===== src/rtl/ple_pkg.sv =====
// ----------------------------------------------------------------------------
// ple_pkg
// Shared types, codes and defaults for the positional list engine.
// ----------------------------------------------------------------------------
`default_nettype none

package ple_pkg;

	localparam int DEPTH_DEF = 16;
	localparam int DATA_W    = 32;
	localparam int POS_W     = 8;
	localparam int QDEPTH    = 2;
	localparam int QAW       = 1;

	// action codes on the command word
	localparam logic [2:0] ACT_INS_FRONT = 3'd0;
	localparam logic [2:0] ACT_INS_POS   = 3'd1;
	localparam logic [2:0] ACT_INS_END   = 3'd2;
	localparam logic [2:0] ACT_DELETE    = 3'd3;
	localparam logic [2:0] ACT_DUMP      = 3'd4;

	// status codes on the result word
	localparam logic [1:0] STAT_OK    = 2'd0;
	localparam logic [1:0] STAT_RANGE = 2'd1;
	localparam logic [1:0] STAT_FULL  = 2'd2;
	localparam logic [1:0] STAT_EMPTY = 2'd3;

	typedef enum logic [2:0] {
		OP_INS_FRONT,
		OP_INS_POS,
		OP_INS_END,
		OP_DEL,
		OP_DUMP,
		OP_BAD
	} op_t;

	typedef enum logic {
		BK_EXEC,
		BK_DUMP
	} bk_state_t;

	typedef struct packed {
		logic [2:0]               action;
		logic signed [DATA_W-1:0] value;
		logic [POS_W-1:0]         position;
	} cmd_t;

	typedef struct packed {
		logic [1:0]               status;
		logic signed [DATA_W-1:0] item_value;
		logic [POS_W-1:0]         item_index;
		logic [POS_W-1:0]         length;
		logic                     last;
	} res_t;

	typedef struct packed {
		op_t                      op;
		logic signed [DATA_W-1:0] value;
		logic [POS_W-1:0]         position;
	} q_item_t;

	typedef struct packed {
		logic    valid;
		q_item_t item;
	} push_t;

endpackage

`default_nettype wire


===== src/rtl/positional_list_engine_top.sv =====
// ----------------------------------------------------------------------------
// positional_list_engine_top
// Ordered list of up to DEPTH signed words with insert, delete and dump.
// ----------------------------------------------------------------------------
// a command is written into the queue first; the back end then registers its result and strobe
// throughput: one insert or delete per cycle while no dump holds the back end
// a dump holds the back end until its last entry is out; busy rises when the two-word queue fills
// results cannot be stalled by the receiver
// reset empties the list and the queue; cell contents are not cleared
`default_nettype none

module positional_list_engine_top #(
	parameter int DEPTH = ple_pkg::DEPTH_DEF
) (
	input  wire             clk,
	input  wire             arst_n,
	input  wire             start,
	output logic            busy,
	input  ple_pkg::cmd_t   cmd,
	output logic            strobe,
	output ple_pkg::res_t   result
);

	ple_pkg::push_t   push;
	ple_pkg::q_item_t head;
	logic             q_empty;
	logic             q_full;
	logic             pop;

	ple_front u_front (
		.start  (start),
		.cmd    (cmd),
		.q_full (q_full),
		.busy   (busy),
		.push   (push)
	);

	ple_queue u_queue (
		.clk    (clk),
		.arst_n (arst_n),
		.push   (push),
		.pop    (pop),
		.head   (head),
		.empty  (q_empty),
		.full   (q_full)
	);

	ple_back #(
		.DEPTH (DEPTH)
	) u_back (
		.clk    (clk),
		.arst_n (arst_n),
		.head   (head),
		.empty  (q_empty),
		.pop    (pop),
		.strobe (strobe),
		.result (result)
	);

endmodule

`default_nettype wire


===== src/rtl/ple_front.sv =====
// ----------------------------------------------------------------------------
// ple_front
// Takes command words and classifies the action into an operation code.
// ----------------------------------------------------------------------------
`default_nettype none

module ple_front (
	input  wire              start,
	input  ple_pkg::cmd_t    cmd,
	input  wire              q_full,
	output logic             busy,
	output ple_pkg::push_t   push
);

	ple_pkg::op_t op;

	always_comb begin
		case (cmd.action)
			ple_pkg::ACT_INS_FRONT: op = ple_pkg::OP_INS_FRONT;
			ple_pkg::ACT_INS_POS:   op = ple_pkg::OP_INS_POS;
			ple_pkg::ACT_INS_END:   op = ple_pkg::OP_INS_END;
			ple_pkg::ACT_DELETE:    op = ple_pkg::OP_DEL;
			ple_pkg::ACT_DUMP:      op = ple_pkg::OP_DUMP;
			default:                op = ple_pkg::OP_BAD;
		endcase
	end

	assign busy               = q_full;
	assign push.valid         = start & ~q_full;
	assign push.item.op       = op;
	assign push.item.value    = cmd.value;
	assign push.item.position = cmd.position;

endmodule

`default_nettype wire


===== src/rtl/ple_queue.sv =====
// ----------------------------------------------------------------------------
// ple_queue
// Two-word queue between the front and the back.
// ----------------------------------------------------------------------------
`default_nettype none

module ple_queue (
	input  wire               clk,
	input  wire               arst_n,
	input  ple_pkg::push_t    push,
	input  wire               pop,
	output ple_pkg::q_item_t  head,
	output logic              empty,
	output logic              full
);

	ple_pkg::q_item_t mem_q [ple_pkg::QDEPTH];
	logic [ple_pkg::QAW-1:0] wr_ptr_q;
	logic [ple_pkg::QAW-1:0] rd_ptr_q;
	logic [ple_pkg::QAW:0]   cnt_q;

	assign empty = (cnt_q == '0);
	assign full  = (cnt_q == (ple_pkg::QAW+1)'(ple_pkg::QDEPTH));
	assign head  = mem_q[rd_ptr_q];

	always_ff @(posedge clk) begin
		if (push.valid) begin
			mem_q[wr_ptr_q] <= push.item;
		end
	end

	always_ff @(posedge clk or negedge arst_n) begin
		if (!arst_n) begin
			wr_ptr_q <= '0;
			rd_ptr_q <= '0;
			cnt_q    <= '0;
		end else begin
			if (push.valid) begin
				wr_ptr_q <= wr_ptr_q + 1'b1;
			end
			if (pop) begin
				rd_ptr_q <= rd_ptr_q + 1'b1;
			end
			case ({push.valid, pop})
				2'b10:   cnt_q <= cnt_q + 1'b1;
				2'b01:   cnt_q <= cnt_q - 1'b1;
				default: cnt_q <= cnt_q;
			endcase
		end
	end

endmodule

`default_nettype wire


===== src/rtl/ple_back.sv =====
// ----------------------------------------------------------------------------
// ple_back
// Cell chain holding the list; executes inserts, deletes and dumps.
// ----------------------------------------------------------------------------
`default_nettype none

module ple_back #(
	parameter int DEPTH = ple_pkg::DEPTH_DEF
) (
	input  wire               clk,
	input  wire               arst_n,
	input  ple_pkg::q_item_t  head,
	input  wire               empty,
	output logic              pop,
	output logic              strobe,
	output ple_pkg::res_t     result
);

	localparam int CW = $clog2(DEPTH + 1);

	ple_pkg::bk_state_t state_q, state_d;
	logic [CW-1:0] cnt_q, cnt_d;
	logic [CW-1:0] idx_q, idx_d;
	logic signed [ple_pkg::DATA_W-1:0] cell_q [DEPTH];
	logic signed [ple_pkg::DATA_W-1:0] cell_d [DEPTH];
	logic signed [ple_pkg::DATA_W-1:0] up_w [DEPTH];
	logic signed [ple_pkg::DATA_W-1:0] dn_w [DEPTH];
	logic [ple_pkg::POS_W-1:0] ins_pos;
	logic do_ins, do_del, do_rot;
	logic strobe_d;
	ple_pkg::res_t res_d;
	logic full_w;

	// neighbor taps of the cell chain
	for (genvar g = 0; g < DEPTH; g++) begin : g_tap
		if (g == DEPTH - 1) begin : g_top
			assign up_w[g] = cell_q[g];
		end else begin : g_mid
			assign up_w[g] = cell_q[g+1];
		end
		if (g == 0) begin : g_bot
			assign dn_w[g] = head.value;
		end else begin : g_rest
			assign dn_w[g] = cell_q[g-1];
		end
	end

	assign full_w = (cnt_q == CW'(DEPTH));

	always_comb begin
		case (head.op)
			ple_pkg::OP_INS_FRONT: ins_pos = '0;
			ple_pkg::OP_INS_END:   ins_pos = ple_pkg::POS_W'(cnt_q);
			default:               ins_pos = head.position;
		endcase
	end

	always_comb begin
		state_d  = state_q;
		cnt_d    = cnt_q;
		idx_d    = idx_q;
		pop      = 1'b0;
		strobe_d = 1'b0;
		do_ins   = 1'b0;
		do_del   = 1'b0;
		do_rot   = 1'b0;
		res_d    = '0;
		case (state_q)
			ple_pkg::BK_EXEC: begin
				if (!empty) begin
					pop        = 1'b1;
					strobe_d   = 1'b1;
					res_d.last = 1'b1;
					case (head.op)
						ple_pkg::OP_INS_FRONT, ple_pkg::OP_INS_POS,
						ple_pkg::OP_INS_END: begin
							if (full_w) begin
								res_d.status = ple_pkg::STAT_FULL;
							end else if (9'(ins_pos) > 9'(cnt_q)) begin
								res_d.status = ple_pkg::STAT_RANGE;
							end else begin
								res_d.status = ple_pkg::STAT_OK;
								do_ins       = 1'b1;
								cnt_d        = cnt_q + 1'b1;
							end
						end
						ple_pkg::OP_DEL: begin
							if (cnt_q == '0) begin
								res_d.status = ple_pkg::STAT_EMPTY;
							end else if (9'(head.position) >= 9'(cnt_q)) begin
								res_d.status = ple_pkg::STAT_RANGE;
							end else begin
								res_d.status = ple_pkg::STAT_OK;
								do_del       = 1'b1;
								cnt_d        = cnt_q - 1'b1;
							end
						end
						ple_pkg::OP_DUMP: begin
							if (cnt_q == '0) begin
								res_d.status = ple_pkg::STAT_EMPTY;
							end else begin
								// first word goes out now, the rest stream from the dump state
								res_d.status     = ple_pkg::STAT_OK;
								res_d.item_value = cell_q[0];
								do_rot           = 1'b1;
								res_d.last       = (cnt_q == CW'(1));
								if (cnt_q != CW'(1)) begin
									state_d = ple_pkg::BK_DUMP;
									idx_d   = CW'(1);
								end
							end
						end
						default: begin
							res_d.status = ple_pkg::STAT_RANGE;
						end
					endcase
				end
			end
			ple_pkg::BK_DUMP: begin
				strobe_d         = 1'b1;
				res_d.status     = ple_pkg::STAT_OK;
				res_d.item_value = cell_q[0];
				res_d.item_index = ple_pkg::POS_W'(idx_q);
				do_rot           = 1'b1;
				res_d.last       = (idx_q == cnt_q - 1'b1);
				idx_d            = idx_q + 1'b1;
				if (res_d.last) begin
					state_d = ple_pkg::BK_EXEC;
				end
			end
			default: begin
				state_d = ple_pkg::BK_EXEC;
			end
		endcase
		res_d.length = ple_pkg::POS_W'(cnt_d);
	end

	// per-cell next value: shift up, shift down or rotate within the count
	always_comb begin
		for (int i = 0; i < DEPTH; i++) begin
			cell_d[i] = cell_q[i];
			if (do_ins) begin
				if (ple_pkg::POS_W'(i) == ins_pos) begin
					cell_d[i] = head.value;
				end else if (ple_pkg::POS_W'(i) > ins_pos) begin
					cell_d[i] = dn_w[i];
				end
			end else if (do_del) begin
				if (ple_pkg::POS_W'(i) >= head.position) begin
					cell_d[i] = up_w[i];
				end
			end else if (do_rot) begin
				if ((CW+1)'(i) + 1'b1 < (CW+1)'(cnt_q)) begin
					cell_d[i] = up_w[i];
				end else if ((CW+1)'(i) + 1'b1 == (CW+1)'(cnt_q)) begin
					cell_d[i] = cell_q[0];
				end
			end
		end
	end

	always_ff @(posedge clk) begin
		for (int i = 0; i < DEPTH; i++) begin
			cell_q[i] <= cell_d[i];
		end
		result <= res_d;
	end

	always_ff @(posedge clk or negedge arst_n) begin
		if (!arst_n) begin
			state_q <= ple_pkg::BK_EXEC;
			cnt_q   <= '0;
			idx_q   <= '0;
			strobe  <= 1'b0;
		end else begin
			state_q <= state_d;
			cnt_q   <= cnt_d;
			idx_q   <= idx_d;
			strobe  <= strobe_d;
		end
	end

endmodule

`default_nettype wire


===== config.mk =====
export PLATFORM = sky130hd
export DESIGN_NAME = positional_list_engine_top
export DESIGN_NICKNAME = d
export VERILOG_FILES = /design/src/rtl/ple_pkg.sv /design/src/rtl/positional_list_engine_top.sv /design/src/rtl/ple_front.sv /design/src/rtl/ple_queue.sv /design/src/rtl/ple_back.sv
export SDC_FILE = /design/constraint.sdc
export NUM_CORES = 2
export LEC_CHECK = 0
export BUFFER_PORTS_ARGS = -buffer_cell sky130_fd_sc_hd__clkbuf_2
export CELL_PAD_IN_SITES_DETAIL_PLACEMENT = 0
export CELL_PAD_IN_SITES_GLOBAL_PLACEMENT = 2
export CORE_UTILIZATION = 49
export CTS_BUF_LIST = sky130_fd_sc_hd__clkbuf_8
export DETAILED_ROUTE_END_ITERATION = 10
export GPL_TIMING_DRIVEN = 0
export PLACE_DENSITY = 0.95
export SLEW_MARGIN = 15
export SYNTH_ARGS = -nofsm -noshare
export SYNTH_HDL_FRONTEND = slang
export SYNTH_HIERARCHICAL = 1
export SYNTH_SLANG_ARGS = --single-unit

===== constraint.sdc =====
create_clock -name clk -period 11.7 [get_ports clk]
set_input_delay 0.585 -clock clk [delete_from_list [all_inputs] [get_ports clk]]
set_output_delay 0.585 -clock clk [all_outputs]
set_load 0.02 [all_outputs]

### Word level (Yosys, flattened, before mapping)

Memories as Yosys holds them, arrays and structs flattened.
Cells that the tools add are included.

* $lt $le $gt $ge: 49
* add/sub/neg operators: 7
* multiplexer cells: 180
* bitwise operators: 3
* reductions and logical operators: 8
* eq/ne operators: 49

Operator list (number)
* two-way mux 32 bit: 128
* case mux 34 bit (2 select lines): 1
* == test 4 x 8 -> 1 bit (first input constant): 8
* greater-than comparator 4 x 8 -> 1 bit (first input constant): 8
* greater-or-equal comparator 4 x 8 -> 1 bit (first input constant): 7
* two-way mux 5 bit: 10
* == test 4 x 5 -> 1 bit (first input constant): 8
* < comparator 4 x 5 -> 1 bit (first input constant): 8
* two-way mux 34 bit: 1
* == test 3 x 8 -> 1 bit (first input constant): 4
* greater-or-equal comparator 3 x 8 -> 1 bit (first input constant): 4
* greater-than comparator 3 x 8 -> 1 bit (first input constant): 4
* two-way mux 1 bit: 27
* == test 3 x 5 -> 1 bit (first input constant): 4
* < comparator 3 x 5 -> 1 bit (first input constant): 4
* case mux 5 bit (2 select lines): 2
* == test 2 x 8 -> 1 bit (first input constant): 2
* greater-or-equal comparator 1 x 8 -> 1 bit (first input constant): 2
* greater-or-equal comparator 2 x 8 -> 1 bit (first input constant): 2
* greater-than comparator 1 x 8 -> 1 bit (first input constant): 2
* greater-than comparator 2 x 8 -> 1 bit (first input constant): 2
* case mux 8 bit (2 select lines): 1
* case mux 3 bit (5 select lines): 1
* == test 3 x 2 -> 1 bit (second input constant): 4
* other kinds (36): 52

* RAM bits: 598
* word-level logic and storage cells: 311
* output and inout bits: 53
* register bits after elaboration: 64
* bits of input ports: 46
* memories kept: 2

Memory list
* u_back.cell_q: depth 16, width 32, read ports 16, clocked after memory_dff 0, write ports 16, RTL line ple_back.sv:24 `logic signed [ple_pkg::DATA_W-1:0] cell_q [DEPTH];`
* u_queue.mem_q: depth 2, width 43, read ports 1, clocked after memory_dff 0, write ports 1, RTL line ple_queue.sv:17 `ple_pkg::q_item_t mem_q [ple_pkg::QDEPTH];`

### Logic depth before layout (Yosys ltp)

An unclocked memory read counts as a cell.

* depth after elaboration: 10
* depth in mapped cells: 20
* mapped depth without buffers: 11

### By module

Netlist, hierarchy kept.

Modules (own cells, without submodules)
* ple_back: times used 1, sequential area each 16575.9 µm², area each 33034.2 µm², cells each 2951
* ple_queue: times used 1, sequential area each 2682.6 µm², area each 3488.3 µm², cells each 150
* ple_front: times used 1, sequential area each 0.0 µm², area each 331.6 µm², cells each 45

### Worst setup path before layout

No wires, ideal clock.

* kind: register -> register
* from: register, netlist name u_queue/rd_ptr_q
* to: memory u_back/cell_q[0][160] (netlist name) (enable)
* setup time: 470 ps
* required time: 11230 ps
* buffers on the path: 7
* arrival: 5999 ps
* period minus slack after synthesis: 6469 ps
* stages on the path, launching flop included: 19
* path slack: 5231 ps
* path through: dfrtp_1 -> buf_6 -> buf_12 -> mux2_4 -> buf_2 -> or2_1 -> buf_6 -> o21a_4 -> clkinv_2 -> buf_6 -> ha_1 -> o21ai_0 -> a21oi_1 -> o31ai_1 -> and2_1 -> buf_2 -> clkbuf_1 -> nor3_1 -> a211oi_1

RTL lines (RTL line)
* end: declaration: ple_back.sv:24

==> results.yml <==
outcome:
  status: "finished clean"
routing:
  drc: 0
  drtIter0Drc: 4059
  num_vias: 30745
  wl_per_cell_um: 32.9
  routed_wl_um: 146000
  dr.pass1.iters: 6
  drtAntennaViolNets: 0
  vias_per_cell: 6.92
die:
  die_area_um2: 76300
  core_um2: 74400
  die_h_um: 276
  chipWidth_um: 276
  start_util_pct: 49.5
  rows: 100
  pin_count: 99
clock_network:
  tritoncts: "done"
  postCtsSetupRepairBufs: 0
  cts.sinks: 659
  cts_made_buffers: 112
  cts_root_buffer: "clkbuf_8"
  clk_path_buf_depth: 3
  clock_latency_ns: 0.77
  htreeDepth: 3
  path_clk_slew_ns: 0.06
sta:
  fmax_ghz: 0.148
  finalHoldViolCount: 0
  rsz0062_at_grt: "no"
  tightest_slew_ns: 1.41
  finalSetupTns_ns: 0
  min_period_over_period_pct: 57.8
  setup_viol: 0
  slew_headroom_pct: 5.91
  drv_slew: 0
  period_minus_slack_ns: 6.76
  finClkSkew_ns: 0.0478
final_layout:
  nets: 3438
  layout-area-overhead-vs-synth_pct: 13.0
  drive_gt1_share_pct: 16.7
power_and_ir_drop:
  pwr-share-seq_pct: 31.0
  total_power_uw: 14000
  swShare_pct: 45.4
  power.share.combinational_pct: 53.5
  peakVddDrop_mv: 0.175
  powerDensity_nw_per_um2: 335
  p_sw_uw: 6340
  intPower_uw: 7620
  clockPowerShare_pct: 15.4
  p_leak_uw: 0.0151
setup_path:
  crit_required_ns: 12.15
  startpoint: "u_queue/rd_ptr_q"
  critPathArrivalTime_ns: 7.21
  startpoint_type: "flip-flop"
  critPathCaptureType: "flip-flop"
  worstSetupPathType: "flip-flop to flip-flop"
  rr_startpoint: "u_queue/rd_ptr_q"
  cp_max_fo: 11
logic_synthesis:
  synthesis.area_um2: 36900
  synth_commonest_cells: "mux2i_1 (609), edfxtp_1 (598), nand2_1 (372)"
  yosys.area.top_type_share_pct: 48.7
  yosysUniqueCellTypes: 83
  ys_seq_area_share_pct: 52.3
  synth.area.top_cells: "edfxtp_1 (49%), mux2i_1 (17%), o221ai_1 (4.6%)"
  ys_warn_count: 6
  ys.flop_type: "edfxtp_1"
  synth.largest_area_cell: "edfxtp_1"
  synth-edff-count: 598
  async_flop_share_pct: 2.43
  synth-seq-cells: 659
  synth.most_common_cell: "mux2i_1"
  syn_inst: 3146
  syn_avg_cell_area_um2: 11.7
global_route:
  grt.overflow.total: 0
  grt_max_degree: 44
  antenna_found_initial: 1
  first_global_vias: 30584
  grt_first_pass_wirelength_um: 210000
  track_usage_pct: 37.5
min_path:
  worstHoldStart: "cmd[33]"
  hold_path_class: "input port to flip-flop"
placed_design:
  gp_congestion: 1.01
  hpwl_um: 102000
  port_buffers: 52
job:
  drv_cap: 0
[registers in the layout, summed over array words and instances, names as in the netlist]
register,flops
u_back/strobe,1
u_back/result,45
u_back/state_q,1
u_queue/cnt_q,2
u_queue/rd_ptr_q,1
u_queue/mem_q,86
u_back/cell_q,512
u_back/cnt_q,5
u_back/idx_q,5
u_queue/wr_ptr_q,1
[area by class of cell]
| cell class | count | area (um^2) |
|---|---|---|
| Antenna cell | 4 | 10.0 |
| Timing Repair Buffer | 110 | 1120 |
| Clock buffer | 130 | 1790 |
| Inverter | 14 | 53.8 |
| Sequential cell | 659 | 19300 |
| Clock inverter | 78 | 473 |
| Multi-Input combinational cell | 2108 | 15700 |
| Fill cell | 6238 | 32800 |
| Buffer | 370 | 1990 |
| Tap cell | 969 | 1210 |
[layout by cell type, fill, tap and decap left out, types with 6 or more instances in the layout]
cell | synthesis | final
a31oi_1 | 97 | 97
nand4_1 | 7 | 7
a211oi_1 | 96 | 95
a21oi_1 | 34 | 26
o21ai_1 | 17 | 17
buf_12 | 4 | 12
buf_8 | 3 | 7
clkbuf_1 | 147 | 144
buf_2 | 129 | 129
conb_1 | 1 | 6
inv_1 | 11 | 51
buf_4 | 76 | 76
dfrtp_1 | 16 | 16
and2_1 | 41 | 40
nor2b_1 | 99 | 99
nand3_1 | 208 | 208
clkinv_2 | 1 | 17
nor2_1 | 38 | 35
or3_1 | 41 | 40
clkbuf_2 | 1 | 56
ha_1 | 17 | 17
buf_6 | 7 | 12
xnor2_1 | 13 | 13
mux2i_1 | 609 | 609
edfxtp_1 | 598 | 598
nand2_1 | 372 | 370
xor2_1 | 6 | 6
a21oi_4 | 0 | 8
buf_16 | 0 | 10
clkbuf_8 | 0 | 130
dfxtp_1 | 45 | 45
dlygate4sd3_1 | 0 | 31
clkinv_1 | 1 | 14
o21ai_0 | 46 | 46
o221a_2 | 32 | 32
mux2_4 | 39 | 39
nor3_1 | 10 | 10
o221ai_1 | 194 | 194
[power by group through the flow]
| stage | clock network (uW) | logic [uW] | registers [uW] |
|---|---|---|---|
| 4_1_cts | 2160 | 7170 | 4320 |
| 3_5_place_dp | 0 | 7140 | 4360 |
| 3_3_place_gp | 0 | 6700 | 4420 |
| 2_1_floorplan | 0 | 4470 | 4360 |
| 5_1_grt | 2260 | 7740 | 4390 |
| 6_report | 2150 | 7480 | 4340 |
[through the flow]
step | hold WS [ns] | std cells | util [%] | worst slack [ns] | cell area, um^2
3_3_place_gp | 0.468 | 4172 | 51.5 | 0.997 | 38300
6_report | 0.0231 | 4442 | 55.9 | 4.94 | 41600
5_1_grt | 0.00649 | 4439 | 55.9 | 4.85 | 41600
3_5_place_dp | 0.492 | 4199 | 52.5 | 5.12 | 39100
2_1_floorplan | 0.289 | 3151 | - | 5.23 | 36900
4_1_cts | 0.00271 | 4438 | 55.9 | 5.18 | 41600
[per-layer routing]
layer	GRT usage [%]	up-vias	share of wire, %	wire length (um)
met2	55.0	2471	43	62300
met3	10.7	513	13	18600
met4	22.8	2	6.4	9370
met5	0.876	-	0.065	95
li1	-	12522	-	-
met1	49.3	15237	38	55900
[critical path, stage by stage, from the launching register on]
cell,delay [ns]
dfrtp_1,0.34
buf_6,0.23
buf_12,0.21
mux2_4,0.31
buf_2,0.19
or2_1,0.25
buf_6,0.15
o21a_4,0.25
clkinv_2,0.08
buf_6,0.16
ha_1,0.25
o21ai_0,0.18
a21oi_1,0.07
o31ai_1,0.92
and2_1,0.30
buf_2,0.30
clkbuf_1,0.70
o21ai_0,0.25
a22oi_2,0.73
buf_6,0.27
buf_6,0.22
[logic make-up (layout without fill, tap and decap cells)]
logic type                 count (synthesis)  after routing  share of synthesized area, %
other                                      1             10                        0.0102
adders and majority gates                 17             17                         0.577
AOI/OAI and AO/OA                        561            561                          11.7
DFF                                      659            659                          52.3
xor gates and xnor gates                  19             19                         0.452
muxes                                    652            652                          18.3
buffers and inverters                    384            702                          5.54
and+or+nand+nor                          853            853                          11.2
[timing repair]
action	in CTS	in global routing
gates resized for setup	0	0
endpoints found under the hold margin	75	0
hold buffers	31	0
setup endpoints to repair	0	0
[worst paths after layout]
path | to | slack [ns] | depth (start not counted)
hold reg to reg | u_queue/cnt_q[1] | 0.50 | 1
max in group asynchronous | u_back/strobe | 11.08 | 2
min in group asynchronous | u_back/idx_q[3] | 0.32 | 2
setup reg to reg | u_back/cell_q[1][21] | 4.94 | 20
hold / removal | u_queue/mem_q[0][33] | 0.02 | 1
setup / recovery | u_back/cell_q[1][21] | 4.94 | 20
Power figures use the tool's default switching activity.
